`config.mk`:
```
export PLATFORM = sky130hd
export DESIGN_NAME = wav_header_parser_unit
export DESIGN_NICKNAME = d
export VERILOG_FILES = /design/src/rtl/core/wavhp_pkg.sv /design/src/rtl/core/wavhp_capture.sv /design/src/rtl/core/wavhp_check.sv /design/src/rtl/core/wav_header_parser_unit.sv
export SDC_FILE = /design/constraint.sdc
export NUM_CORES = 1
export LEC_CHECK = 0
export ABC_CLOCK_PERIOD_IN_PS = 15600
export BUFFER_PORTS_ARGS = -buffer_cell sky130_fd_sc_hd__buf_2
export CAP_MARGIN = 10
export CORE_MARGIN = 2
export CORE_UTILIZATION = 55
export DETAILED_ROUTE_END_ITERATION = 6
export GPL_TIMING_DRIVEN = 0
export PLACE_DENSITY = 0.75
export SLEW_MARGIN = 5
export SYNTH_ARGS = -nofsm -noshare
export SYNTH_HDL_FRONTEND = slang
export SYNTH_HIERARCHICAL = 1
export SYNTH_SLANG_ARGS = --single-unit
```
`constraint.sdc`:
```
create_clock -name clk -period 15.6 [get_ports clk]
set_input_delay 3.12 -clock clk [delete_from_list [all_inputs] [get_ports clk]]
set_output_delay 3.12 -clock clk [all_outputs]
set_load 0.01 [all_outputs]
```
`src/rtl/core/wavhp_pkg.sv`:
```
// Shared types, tag constants and status codes for the WAV header parser.
// No dependencies; imported by every module of the parser.
`timescale 1ns / 1ps

package wavhp_pkg;

	// Canonical header layout
	localparam int unsigned HDR_BYTES        = 44;
	localparam int unsigned FIRST_PART_BYTES = 36;
	localparam logic [31:0] FMT_SIZE_PCM     = 32'd16;
	localparam logic [15:0] PCM_FORMAT       = 16'd1;

	// Tags, first file byte in the top byte lane
	localparam logic [31:0] TAG_RIFF = 32'h52494646;
	localparam logic [31:0] TAG_WAVE = 32'h57415645;
	localparam logic [31:0] TAG_FMT  = 32'h666D7420;
	localparam logic [31:0] TAG_DATA = 32'h64617461;

	typedef enum logic [2:0] {
		ST_OK          = 3'd0,
		ST_TOO_SHORT   = 3'd1,
		ST_BAD_TAGS    = 3'd2,
		ST_FMT_SIZE    = 3'd3,
		ST_NOT_PCM     = 3'd4,
		ST_DATA_TAG    = 3'd5,
		ST_UNSUPPORTED = 3'd6
	} status_t;

	// Header capture state
	typedef struct packed {
		logic [5:0]  byte_index;
		logic        tags_ok;
		logic        data_tag_ok;
		logic [31:0] fmt_length;
		logic [15:0] format_code;
		logic [15:0] chan_count;
		logic [31:0] rate_reg;
		logic [15:0] sample_bits;
		logic [31:0] data_length;
	} hdr_state_t;

	localparam hdr_state_t HDR_RESET = '{
		byte_index:  6'd0,
		tags_ok:     1'b1,
		data_tag_ok: 1'b1,
		fmt_length:  32'd0,
		format_code: 16'd0,
		chan_count:  16'd0,
		rate_reg:    32'd0,
		sample_bits: 16'd0,
		data_length: 32'd0
	};

	// Result of the check stage
	typedef struct packed {
		logic        emit;
		status_t     status;
		logic [31:0] frames;
	} hdr_result_t;

	// Pick byte pos of a tag, pos 0 being the first byte in the file
	function automatic logic [7:0] tag_byte(input logic [31:0] tag, input logic [1:0] pos);
		logic [7:0] b;
		unique case (pos)
			2'd0: b = tag[31:24];
			2'd1: b = tag[23:16];
			2'd2: b = tag[15:8];
			default: b = tag[7:0];
		endcase
		return b;
	endfunction

endpackage

```
`src/rtl/core/wavhp_capture.sv`:
```
// Header byte capture: folds one file byte into the header state.
// Depends on wavhp_pkg.
`timescale 1ns / 1ps

module wavhp_capture (
	input  wavhp_pkg::hdr_state_t cur,
	input  logic [7:0]            byte_in,
	output wavhp_pkg::hdr_state_t nxt
);
	import wavhp_pkg::*;

	logic [5:0] idx;
	logic [1:0] pos;
	logic       active;

	assign idx    = cur.byte_index;
	assign pos    = idx[1:0];
	assign active = (idx != 6'(HDR_BYTES));

	// Compare tags and place field bytes little-endian
	always_comb begin
		nxt = cur;
		if (active) begin
			nxt.byte_index = idx + 6'd1;
			if (idx < 6'd4) begin
				if (byte_in != tag_byte(TAG_RIFF, pos)) nxt.tags_ok = 1'b0;
			end else if (idx >= 6'd8 && idx < 6'd12) begin
				if (byte_in != tag_byte(TAG_WAVE, pos)) nxt.tags_ok = 1'b0;
			end else if (idx >= 6'd12 && idx < 6'd16) begin
				if (byte_in != tag_byte(TAG_FMT, pos)) nxt.tags_ok = 1'b0;
			end else if (idx >= 6'd16 && idx < 6'd20) begin
				nxt.fmt_length[{pos, 3'b000} +: 8] = byte_in;
			end else if (idx >= 6'd20 && idx < 6'd22) begin
				nxt.format_code[{idx[0], 3'b000} +: 8] = byte_in;
			end else if (idx >= 6'd22 && idx < 6'd24) begin
				nxt.chan_count[{idx[0], 3'b000} +: 8] = byte_in;
			end else if (idx >= 6'd24 && idx < 6'd28) begin
				nxt.rate_reg[{pos, 3'b000} +: 8] = byte_in;
			end else if (idx >= 6'd34 && idx < 6'd36) begin
				nxt.sample_bits[{idx[0], 3'b000} +: 8] = byte_in;
			end else if (idx >= 6'd36 && idx < 6'd40) begin
				if (byte_in != tag_byte(TAG_DATA, pos)) nxt.data_tag_ok = 1'b0;
			end else if (idx >= 6'd40 && idx < 6'd44) begin
				nxt.data_length[{pos, 3'b000} +: 8] = byte_in;
			end
		end
	end

endmodule

```
`src/rtl/core/wavhp_check.sv`:
```
// Header checks: decides whether a result is due, its status and frame count.
// Depends on wavhp_pkg.
`timescale 1ns / 1ps

module wavhp_check (
	input  wavhp_pkg::hdr_state_t  cur,
	input  wavhp_pkg::hdr_state_t  nxt,
	input  logic                   last_byte,
	output wavhp_pkg::hdr_result_t res
);
	import wavhp_pkg::*;

	logic    active;
	logic    full_hit;
	status_t first_st;
	status_t full_st;
	status_t short_st;
	logic    bits_ok;
	logic    chans_ok;
	logic [1:0] shift;

	assign active   = (cur.byte_index != 6'(HDR_BYTES));
	assign full_hit = active && (cur.byte_index == 6'(HDR_BYTES - 1));
	assign bits_ok  = (nxt.sample_bits == 16'd8) || (nxt.sample_bits == 16'd16);
	assign chans_ok = (nxt.chan_count == 16'd1) || (nxt.chan_count == 16'd2);

	// Status over bytes 0-35
	always_comb begin
		priority if (!nxt.tags_ok)                    first_st = ST_BAD_TAGS;
		else if (nxt.fmt_length != FMT_SIZE_PCM)      first_st = ST_FMT_SIZE;
		else if (nxt.format_code != PCM_FORMAT)       first_st = ST_NOT_PCM;
		else                                          first_st = ST_OK;
	end

	// Status for a complete header
	always_comb begin
		priority if (first_st != ST_OK)      full_st = first_st;
		else if (!nxt.data_tag_ok)           full_st = ST_DATA_TAG;
		else if (!bits_ok || !chans_ok)      full_st = ST_UNSUPPORTED;
		else                                 full_st = ST_OK;
	end

	// Status for a file that ends inside the header
	always_comb begin
		priority if (nxt.byte_index < 6'(FIRST_PART_BYTES)) short_st = ST_TOO_SHORT;
		else if (first_st != ST_OK)                         short_st = first_st;
		else                                                short_st = ST_TOO_SHORT;
	end

	// Frames: bytes per sample and channel count are each 1 or 2 when ok
	assign shift = {1'b0, nxt.sample_bits == 16'd16} + {1'b0, nxt.chan_count == 16'd2};

	always_comb begin
		res.emit   = active && (full_hit || last_byte);
		res.status = full_hit ? full_st : short_st;
		res.frames = (res.status == ST_OK) ? (nxt.data_length >> shift) : 32'd0;
	end

endmodule

```
`src/rtl/core/wav_header_parser_unit.sv`:
```
// Top level of the WAV header parser: input register, header state, result register.
// Depends on wavhp_pkg, wavhp_capture and wavhp_check.
`timescale 1ns / 1ps

// Takes a WAV file one byte per transaction, last_byte set on its final byte,
// and returns exactly one result per file: after the 44th header byte, or at
// the last byte if the file ends sooner. Bytes past the header are dropped;
// the last byte rearms the parser for the next file. One byte is taken every
// cycle unless in_stall is raised; an accepted byte waits in the input register
// while the capture and check logic works on it ahead of the result register.
// A stall on the result side holds the input side only when both the result
// register and the input register are full.
module wav_header_parser_unit (
	input  logic        clk,
	input  logic        arst_n,
	input  logic        in_valid,
	output logic        in_stall,
	input  logic [7:0]  byte_in,
	input  logic        last_byte,
	output logic        out_valid,
	input  logic        out_stall,
	output logic [2:0]  status,
	output logic [15:0] channels,
	output logic [31:0] rate_hz,
	output logic [15:0] sample_width,
	output logic [31:0] data_bytes,
	output logic [31:0] frame_count
);
	import wavhp_pkg::*;

	logic        valid_s1;
	logic [7:0]  byte_s1;
	logic        last_s1;
	logic        advance;
	hdr_state_t  hdr_q;
	hdr_state_t  hdr_nxt;
	hdr_result_t res;

	logic        out_valid_q;
	logic [2:0]  status_q;
	logic [15:0] channels_q;
	logic [31:0] rate_q;
	logic [15:0] bits_q;
	logic [31:0] data_q;
	logic [31:0] frames_q;

	// Stage moves on unless a result waits on a stalled output
	assign advance  = !(out_valid_q && out_stall);
	assign in_stall = valid_s1 && !advance;

	// Input register
	always_ff @(posedge clk or negedge arst_n) begin
		if (!arst_n) begin
			valid_s1 <= 1'b0;
		end else if (!in_stall) begin
			valid_s1 <= in_valid;
		end
	end

	always_ff @(posedge clk) begin
		if (in_valid && !in_stall) begin
			byte_s1 <= byte_in;
			last_s1 <= last_byte;
		end
	end

	wavhp_capture u_capture (
		.cur     (hdr_q),
		.byte_in (byte_s1),
		.nxt     (hdr_nxt)
	);

	wavhp_check u_check (
		.cur       (hdr_q),
		.nxt       (hdr_nxt),
		.last_byte (last_s1),
		.res       (res)
	);

	// Header state; the last byte rearms it
	always_ff @(posedge clk or negedge arst_n) begin
		if (!arst_n) begin
			hdr_q <= HDR_RESET;
		end else if (valid_s1 && advance) begin
			hdr_q <= last_s1 ? HDR_RESET : hdr_nxt;
		end
	end

	// Result register
	always_ff @(posedge clk or negedge arst_n) begin
		if (!arst_n) begin
			out_valid_q <= 1'b0;
		end else if (advance) begin
			out_valid_q <= valid_s1 && res.emit;
		end
	end

	always_ff @(posedge clk) begin
		if (advance && valid_s1 && res.emit) begin
			status_q   <= res.status;
			channels_q <= hdr_nxt.chan_count;
			rate_q     <= hdr_nxt.rate_reg;
			bits_q     <= hdr_nxt.sample_bits;
			data_q     <= hdr_nxt.data_length;
			frames_q   <= res.frames;
		end
	end

	assign out_valid    = out_valid_q;
	assign status       = status_q;
	assign channels     = channels_q;
	assign rate_hz      = rate_q;
	assign sample_width = bits_q;
	assign data_bytes   = data_q;
	assign frame_count  = frames_q;

endmodule

```
# Word level (Yosys, flattened, before mapping)
# Cells that the tools add are included.
[totals]
ram_bits = 0
romBits = 0
ff_bits = 294
latch_bits = 0
out_inout_bits = 133
memories = 0
elab_cells = 158
in_bits = 13
[classes]
order_cmp = 20
addsub = 4
mux = 68
reduce_logical = 28
shifts = 5
n_eq_ne = 14
bitwise_logic = 0
div_mod_pow = 0
multipliers = 0
[op_table]
columns = ["op", "n"]
rows = [
  ["145-bit two-way mux", 3],
  ["152-bit two-way mux", 2],
  ["32-bit two-way mux", 5],
  ["8-bit two-way mux", 19],
  ["112-bit two-way mux", 1],
  ["32-bit bitwise mux", 3],
  ["96-bit two-way mux", 1],
  ["80-bit two-way mux", 1],
  ["16-bit bitwise mux", 3],
  ["16-bit two-way mux", 3],
  ["48-bit two-way mux", 1],
  ["32-bit by 5-bit != test with 1-bit output, second input constant", 1],
  ["8-bit != test", 4],
  ["8-bit by 7-bit variable shift with 32-bit output, first input constant", 1],
  ["8-bit by 7-bit indexed part select with 32-bit output", 1],
  ["32-bit by 2-bit >> shifter with 32-bit output", 1],
  ["6-bit by 5-bit less-than comparator with 1-bit output, second input constant", 5],
  ["3-bit two-way mux", 9],
  ["6-bit by 5-bit greater-or-equal comparator with 1-bit output, second input constant", 4],
  ["6-bit less-than comparator, second input constant", 4],
  ["7-bit case mux with 3 select lines", 1],
  ["5-bit case mux with 2 select lines", 2],
  ["6-bit greater-or-equal comparator, second input constant", 3],
  ["1-bit logical AND", 17],
  ["25 further kinds", 44],
]

# Depth between registers and ports, before layout
# Gate-level depths: netlist of the first run.
[logic_depth]
ltp_word = 33
ltp_mapped = 15
mapped_depth_nobuf = 12

# Hierarchy
# Netlist of the first run, hierarchy kept.
[by_module_without_submodules]
columns = ["module", "n_inst", "seq_area_each_um2", "area_per_inst_um2", "cells_per_inst"]
rows = [
  ["wav_header_parser_unit", 1, 8060.2, 11385.9, 642],
  ["wavhp_capture", 1, 0.0, 2348.5, 394],
  ["wavhp_check", 1, 0.0, 1347.5, 131],
]

# Worst setup path before layout of the first run
# Ideal clock, no wire load.
[synth_path]
path_kind = "input to register"
start = "in out_stall"
end = "reg channels_q[0] (netlist: channels[0]) (enable)"
n_path_buf = 0
stages = 1
setup_ns = 0.665
t_arrival_ns = 9.286
path_slack_ns = 5.649
required_ns = 14.935
cell_sequence = "a21oi_1"
[synth_between]
elab_chain_cells = 4
[synth_rtl]
columns = ["element", "line_no", "text"]
rows = [
  ["start, declared", "wav_header_parser_unit.sv:21", "input logic out_stall,"],
  ["1-bit logical AND", "wav_header_parser_unit.sv:48", "assign advance = !(out_valid_q && out_stall);"],
  ["1-bit logical NOT", "wav_header_parser_unit.sv:48", ""],
  ["1-bit logical AND (2 in a row)", "wav_header_parser_unit.sv:99", "if (advance && valid_s1 && res.emit) begin"],
  ["end signal, assigned", "wav_header_parser_unit.sv:101", "channels_q <= hdr_nxt.chan_count;"],
  ["end, declared", "wav_header_parser_unit.sv:41", "logic [15:0] channels_q;"],
]
# No other way between the ends.
# A chain may end at the register's enable or synchronous reset.

# Worst setup path in the final report of the first run
[layout_path]
start = "in out_stall"
end = "out in_stall"
[layout_between]
elab_chain_cells = 2
[layout_rtl]
columns = ["element", "line_no", "text"]
rows = [
  ["1-bit logical AND", "wav_header_parser_unit.sv:48", ""],
  ["1-bit logical AND", "wav_header_parser_unit.sv:49", "assign in_stall = valid_s1 && !advance;"],
  ["end, declared", "wav_header_parser_unit.sv:17", "output logic in_stall,"],
]
# No other way between the ends.

==> summary.txt, run 1 <==
Timing
  – Final worst setup slack: 8910 ps
  – Fmax: 0.150 GHz
  – Final Skew: 15.0 ps
  – Final min period: 6690 ps
  – Final setup fails: 0
  – Final Hold Viols: 0
  – Setup TNS: 0 ps
  – Worst slew pin tran: 1020 ps
  – Final Max Tran Viols: 0
  – Final period utilization: 42.9%
  – RSZ-0062 raised after global routing: no
  – Max-Slew Margin vs Limit: 31.7%

GRT
  – Pin count of the biggest net entering global routing: 80
  – GRT Overall Usage: 24.4%
  – Initial antenna violation count: 1
  – Number of global-route vias before repair: 9701
  – Total grt overflow: 0
  – First-pass GRT wire length: 54.8 mm

Clock network
  – Cts hold-fix bufs: 0
  – Worst-Skew Late Latency: 560 ps
  – Clock buffer depth: 3
  – Clk slew on worst S/H paths: 60 ps
  – Clock sink count: 294
  – Cell chosen for the clock root: clkbuf_16
  – Post-CTS Setup Inserts: 0
  – Total CTS buffers: 30
  – CTS resizes: 0
  – H-tree Lvls: 1
  – CTS tree: built

Worst setup path
  – Crit-path max cell delay: 140 ps
  – Setup Crit Path Kind: primary input to output pin
  – Crit path cell chain: buf_2, nand3_1, inv_1, buf_2
  – Critical R2R Launch: hdr_q[147]
  – Critical Path RT: 12480 ps
  – Startpoint Class: primary input
  – CP max-delay cell: buf_2
  – Crit path top cell by count: buf_2
  – Critical Path End Type: output pin
  – Register-to-register setup slack: 10770 ps
  – FF-to-FF End: frame_count[24]
  – WP data arrival: 3570 ps
  – CP max FO: 4
  – Worst reg2reg path depth: 11

Power
  – Peak supply drop: 0.0973 mV
  – Static leakage: 7.72 nW
  – Pwr per Cell Area: 109 nW/um^2

Logic synthesis
  – EDFF count, synth: 140
  – Synth Register Bits: 294
  – Yosys warnings: 6
  – Synth top area cells: edfxtp_1 (28%), dfrtp_1 (25%), mux2_2 (8.7%)
  – Post-synth top area share: 27.9%
  – Register area share after synthesis: 53.4%
  – Synthesized cell area: 15100 um^2
  – Yosys cell types: 66
  – Most used DFF post-synth: dfrtp_1
  – Syn Inst Count: 1167
  – Syn_area_per_cell: 12.9 um^2
  – Fraction of registers with async set or reset after synthesis: 52.4%
  – Dominant cell type by area after synthesis: edfxtp_1
  – Syn nets: 1191

Final layout
  – Final Util: 65.1%
  – Area delta synth->final: 16.3%
  – Post-layout nets: 1374
  – Most frequent cells in the layout: buf_2 (171), dfrtp_1 (152), edfxtp_1 (140)
  – Final Cell Area: 17500 um^2
  – Commonest non-fill, non-tap cell in the layout: buf_2
  – Layout cells sized above 1: 36.2%
  – Antenna Cells: 0
  – FILL cells: 2042

Drt
  – DR vias: 10000
  – Final ANT Viol Nets: 0
  – Drt total wl: 34.9 mm
  – Drt first pass iters: 5
  – DR vias/cell: 5.84
  – 1st-iter DRT viols: 730
  – Routed len/inst: 20.4 um
  – # DRC: 0

Hold path
  – Hold Path Depth: 2
  – HP Class: flip-flop to flip-flop
  – Hold path startpoint: hdr_q[144]
  – Hold path endpoint: hdr_q[144]

Place
  – Port bufs: 145
  – Post-DP HPWL: 23.4 mm
  – Dpl ws: 8910 ps
  – Placed inst area: 16400 um^2
  – GP Congestion: 0.909

Die
  – Die area: 28800 um^2
  – IO Pins: 146
  – Initial core utilization: 56.0%
  – Placement Rows: 60
  – Die Ht: 170 um
  – Die extent in x: 170 um
  – Core area: 27000 um^2

Run
  – Max cap viols: 0

Outcome
  – Status: completed
## report_power, final
group          internal (mW)  switching [mW]
logic                 0.0809           0.148
clock network          0.528           0.301
registers              0.839          0.0163
total                   1.45           0.465
## critical path: cells and delay by family
kind | cells | cell delay, ps
simple gates | 1 | 120
buf+inv | 3 | 330
## cell usage after synthesis, types with 4 or more instances
master    number
a22o_1        18
nand3_1       11
nand2b_1       5
nor3b_1        5
nor2b_1      126
xnor2_1        6
inv_1         10
buf_8          9
and3_1         4
dfrtp_1      152
mux2_2       117
mux4_2        28
a211oi_1       4
and2b_1       50
edfxtp_1     140
nand2_1      136
o21ai_0       84
ha_1          11
clkbuf_1      27
nor4_1        13
nor2_1        17
buf_2         27
a21oi_1        5
mux2_4        78
nor4b_1        4
nand4_1        8
mux2i_1        4
and2b_2        8
## final cells by class
| class | count | area, um^2 | share of cell area [%] |
|---|---|---|---|
| timing repair buffer | 151 | 871 | 4.96 |
| clock inverter | 21 | 364 | 2.08 |
| tap | 341 | 427 | 2.43 |
| inverter | 11 | 41.3 | 0.235 |
| clock buffer | 35 | 791 | 4.51 |
| buffer | 73 | 443 | 2.52 |
| multi-input combinational | 789 | 6550 | 37.3 |
| sequential | 294 | 8060 | 45.9 |
## routing by layer
metal	up-vias	GRT usage [%]	wire, um	part of all wire, %
met2	346	38.8	16300	47
met5	-	0	0	0
met4	0	5.91	616	1.8
li1	4557	-	-	-
met3	48	3.82	2090	6.0
met1	5070	35.6	16000	46
## worst max path at each step
stage	start	endpoint	slack, ps	cells after the start
6_report	out_stall	in_stall	8910	4
2_1_floorplan	out_stall	channels[0]	5650	1
3_3_place_gp	out_stall	data_bytes[29]	2850	2
5_1_grt	out_stall	in_stall	8850	4
4_1_cts	out_stall	in_stall	8910	4
3_5_place_dp	out_stall	in_stall	8910	4
## sequential cells by signal, indices dropped and copies added, names as in the netlist
| name | count |
|---|---|
| byte_s1 | 8 |
| frame_count | 32 |
| hdr_q | 152 |
| channels | 16 |
| data_bytes | 32 |
| status | 3 |
| sample_width | 16 |
| rate_hz | 32 |
| out_valid | 1 |
| valid_s1 | 1 |
| last_s1 | 1 |
## cells by family (layout without fill, tap and decap cells)
group           Yosys count  after routing  synth area share, %
simple gates            417            417                 16.0
flops                   294            294                 53.4
mux                     227            227                 20.9
compound gates          125            125                 4.99
buf+inv                  84            291                 3.21
fa+ha+maj                11             11                0.913
xor+xnor                  9              9                0.523
## per-stage QoR
step                      power [mW]  hold WS [ps]  instances
after floorplan                 1.02           441       1167
after global placement          1.10           455       1653
after detailed placement        1.10           455       1659
after CTS                       1.92           470       1715
after global routing            1.98           493       1715
final                           1.91           467       1715
Note: power is estimated with default switching activity, not from simulation.
==> run 2, diff against run 1 <==
--- a/config.mk
+++ b/config.mk
@@ -5,7 +5,7 @@
 export SDC_FILE = /design/constraint.sdc
 export NUM_CORES = 1
 export LEC_CHECK = 0
-export ABC_CLOCK_PERIOD_IN_PS = 15600
+export ABC_CLOCK_PERIOD_IN_PS = 6300
 export BUFFER_PORTS_ARGS = -buffer_cell sky130_fd_sc_hd__buf_2
 export CAP_MARGIN = 10
 export CORE_MARGIN = 2
==> constraint.sdc (replaced) <==
create_clock -name clk -period 6.3 [get_ports clk]
set_input_delay 1.26 -clock clk [delete_from_list [all_inputs] [get_ports clk]]
set_output_delay 1.26 -clock clk [all_outputs]
set_load 0.01 [all_outputs]
==> summary.txt, run 2 (synthesis results as in run 1) <==
Outcome
  – Status: completed (unchanged)

Timing
  – Max-Slew Margin vs Limit: 38.6% (was 31.7%)
  – Final min period: 4760 ps
  – Final period utilization: 75.6%
  – Fmax: 0.210 GHz
  – Final Hold Viols: 0 (unchanged)
  – Final worst setup slack: 1540 ps (was 8910 ps)
  – Final Max Tran Viols: 0 (unchanged)
  – Worst slew pin tran: 922 ps (was 1020 ps)
  – RSZ-0062 raised after global routing: no (unchanged)
  – Final setup fails: 0 (unchanged)
  – Final Skew: 9.42 ps (was 15.0 ps)

Die
  – Placement Rows: 60 (unchanged)
  – Die Ht: 170 um (unchanged)
  – Die area: 28800 um^2 (unchanged)
  – Core area: 27000 um^2 (unchanged)
  – Initial core utilization: 56.0% (unchanged)
  – Die extent in x: 170 um (unchanged)
  – IO Pins: 146 (unchanged)

Place
  – Post-DP HPWL: 23.5 mm (was 23.4 mm)
  – Dpl cells: 1659 (unchanged)
  – Dpl ws: 1560 ps (was 8910 ps)
  – Port bufs: 145 (unchanged)
  – GP Congestion: 0.930 (was 0.909)

Drt
  – Drt first pass iters: 4 (was 5)
  – Drt total wl: 34.8 mm (was 34.9 mm)
  – 1st-iter DRT viols: 686 (was 730)
  – DR vias: 9848 (was 10000)
  – Routed len/inst: 20.3 um (was 20.4 um)
  – Final ANT Viol Nets: 0 (unchanged)
  – # DRC: 0 (unchanged)
  – DR vias/cell: 5.75 (was 5.84)

Final layout
  – Max reg flops: 152 (unchanged)
  – Multi-input logic area: 6550 um^2 (unchanged)
  – Area delta synth->final: 15.6% (was 16.3%)
  – Most frequent cells in the layout: buf_2 (171), dfrtp_1 (152), edfxtp_1 (140) (unchanged)
  – Register with the most flip-flops: hdr_q (unchanged)
  – Post-layout nets: 1373 (was 1374)
  – FILL cells: 2017 (was 2042)
  – Seq. cell area: 8060 um^2 (unchanged)
  – Commonest non-fill, non-tap cell in the layout: buf_2 (unchanged)
  – Antenna Cells: 0 (unchanged)
  – Cell Count, Final, Fillers Out: 1712 (was 1715)
  – Layout cells sized above 1: 36.2% (about the same)

Clock network
  – H-tree Lvls: 1 (unchanged)
  – Worst-Skew Late Latency: 550 ps (was 560 ps)
  – Cell chosen for the clock root: clkbuf_16 (unchanged)
  – Clk slew on worst S/H paths: 70 ps (was 60 ps)
  – Total CTS buffers: 29 (was 30)
  – CTS resizes: 0 (unchanged)
  – Clock buffer depth: 3 (unchanged)
  – Cts hold-fix bufs: 0 (unchanged)
  – Post-CTS Setup Inserts: 0 (unchanged)
  – CTS tree: built (unchanged)
  – Clock sink count: 294 (unchanged)

Hold path
  – HP Class: flip-flop to flip-flop (unchanged)

Power
  – Static leakage: 7.65 nW (was 7.72 nW)
  – Final Total Pwr: 4.57 mW (was 1.91 mW)
  – Peak supply drop: 0.194 mV (was 0.0973 mV)
  – Pwr per Cell Area: 262 nW/um^2 (was 109 nW/um^2)

Worst setup path
  – Crit-path max cell delay: 580 ps (was 140 ps)
  – Register-to-register setup slack: 1540 ps (was 10770 ps)
  – Setup Crit Path Kind: flip-flop to flip-flop (was primary input to output pin)
  – CP max-delay cell: mux4_2 (was buf_2)
  – Startpoint Class: flip-flop (was primary input)
  – Crit path top cell by count: buf_2 (unchanged)
  – Critical Path End Type: flip-flop (was output pin)
  – CP max FO: 10 (was 4)
  – WP data arrival: 5060 ps (was 3570 ps)
  – Buffers & Inverters on Critical Path: 3 (unchanged)
  – Crit path max-delay family: simple AND/OR/NAND/NOR gates (was buffers and inverters)
  – Crit path cell chain: buf_2, nor2_1, nand4_2, mux2_2, nor4_2, nand4_1, nor3b_1, ha_1, buf_2, buf_1, mux4_2, and2b_2 (was buf_2, nand3_1, inv_1, buf_2)
  – Critical Path RT: 6600 ps (was 12480 ps)

GRT
  – Initial antenna violation count: 1 (unchanged)
  – Total grt overflow: 0 (unchanged)
  – Pin count of the biggest net entering global routing: 95 (was 80)
  – Number of global-route vias before repair: 9956 (was 9701)
  – GRT Overall Usage: 24.6% (was 24.4%)
  – First-pass GRT wire length: 55.8 mm (was 54.8 mm)

Run
  – Max cap viols: 0 (unchanged)
-- run 2: cell types whose count changed in the layout (fill, tap and decap cells not counted) --
cell / delta
clkbuf_1: -1
clkbuf_16: -1
bufinv_16: -4
clkbuf_8: +2
clkinvlp_4: +3
clkinv_2: -2
-- run 2: worst register-to-register path, delay by kind of cell, from the launching register on --
kind / cells / cell delay, ps
and+or+nand+nor: 6 / 1870
adders and majority gates: 1 / 230
buffers and inverters: 3 / 1020
DFF: 1 / 410
muxes: 2 / 1010
-- run 2: area by class of cell --
class / count / area share, %
sequential: 294 / 46.2
timing repair buffer: 151 / 4.99
buffer: 73 / 2.54
clock buffer: 35 / 4.53
clock inverter: 18 / 1.47
multi-input combinational: 789 / 37.6
tap: 341 / 2.45
inverter: 11 / 0.237
-- run 2: through the flow --
step / hold slack, ps / instance area [um^2] / utilization (%) / TNS (ps)
3_5_place_dp: 467 / 16400 / 60.8 / 0
6_report: 473 / 17400 / 64.7 / 0
3_3_place_gp: 454 / 16200 / 60.3 / -102900
4_1_cts: 477 / 17400 / 64.7 / 0
5_1_grt: 492 / 17400 / 64.7 / 0
2_1_floorplan: 441 / 15100 / - / 0
-- run 2: layer usage --
metal  GRT usage (%)  routed length (um)  part of all wire (%)
met3            2.96                1680                   4.8
met2            39.3               16000                    46
met1            35.5               16000                    46
met5               0                   0                     0
met4            7.80                1160                   3.3
-- run 2: report_power, final --
group	internal (mW)	switching, mW	leakage, nW	total [mW]
registers	2.08	0.0411	3.48	2.12
logic	0.200	0.366	3.67	0.566
clock network	1.14	0.748	0.502	1.89
-- run 2: worst paths after layout --
kind                       startpoint              end  cells after the start
max                        hdr_q[149]  frame_count[27]                     12
min                        hdr_q[144]       hdr_q[144]                      2
max reg2reg                hdr_q[149]  frame_count[27]                     12
min reg2reg                hdr_q[144]       hdr_q[144]                      2
max in group asynchronous      arst_n        hdr_q[62]                      2
min in group asynchronous      arst_n        hdr_q[91]                      1
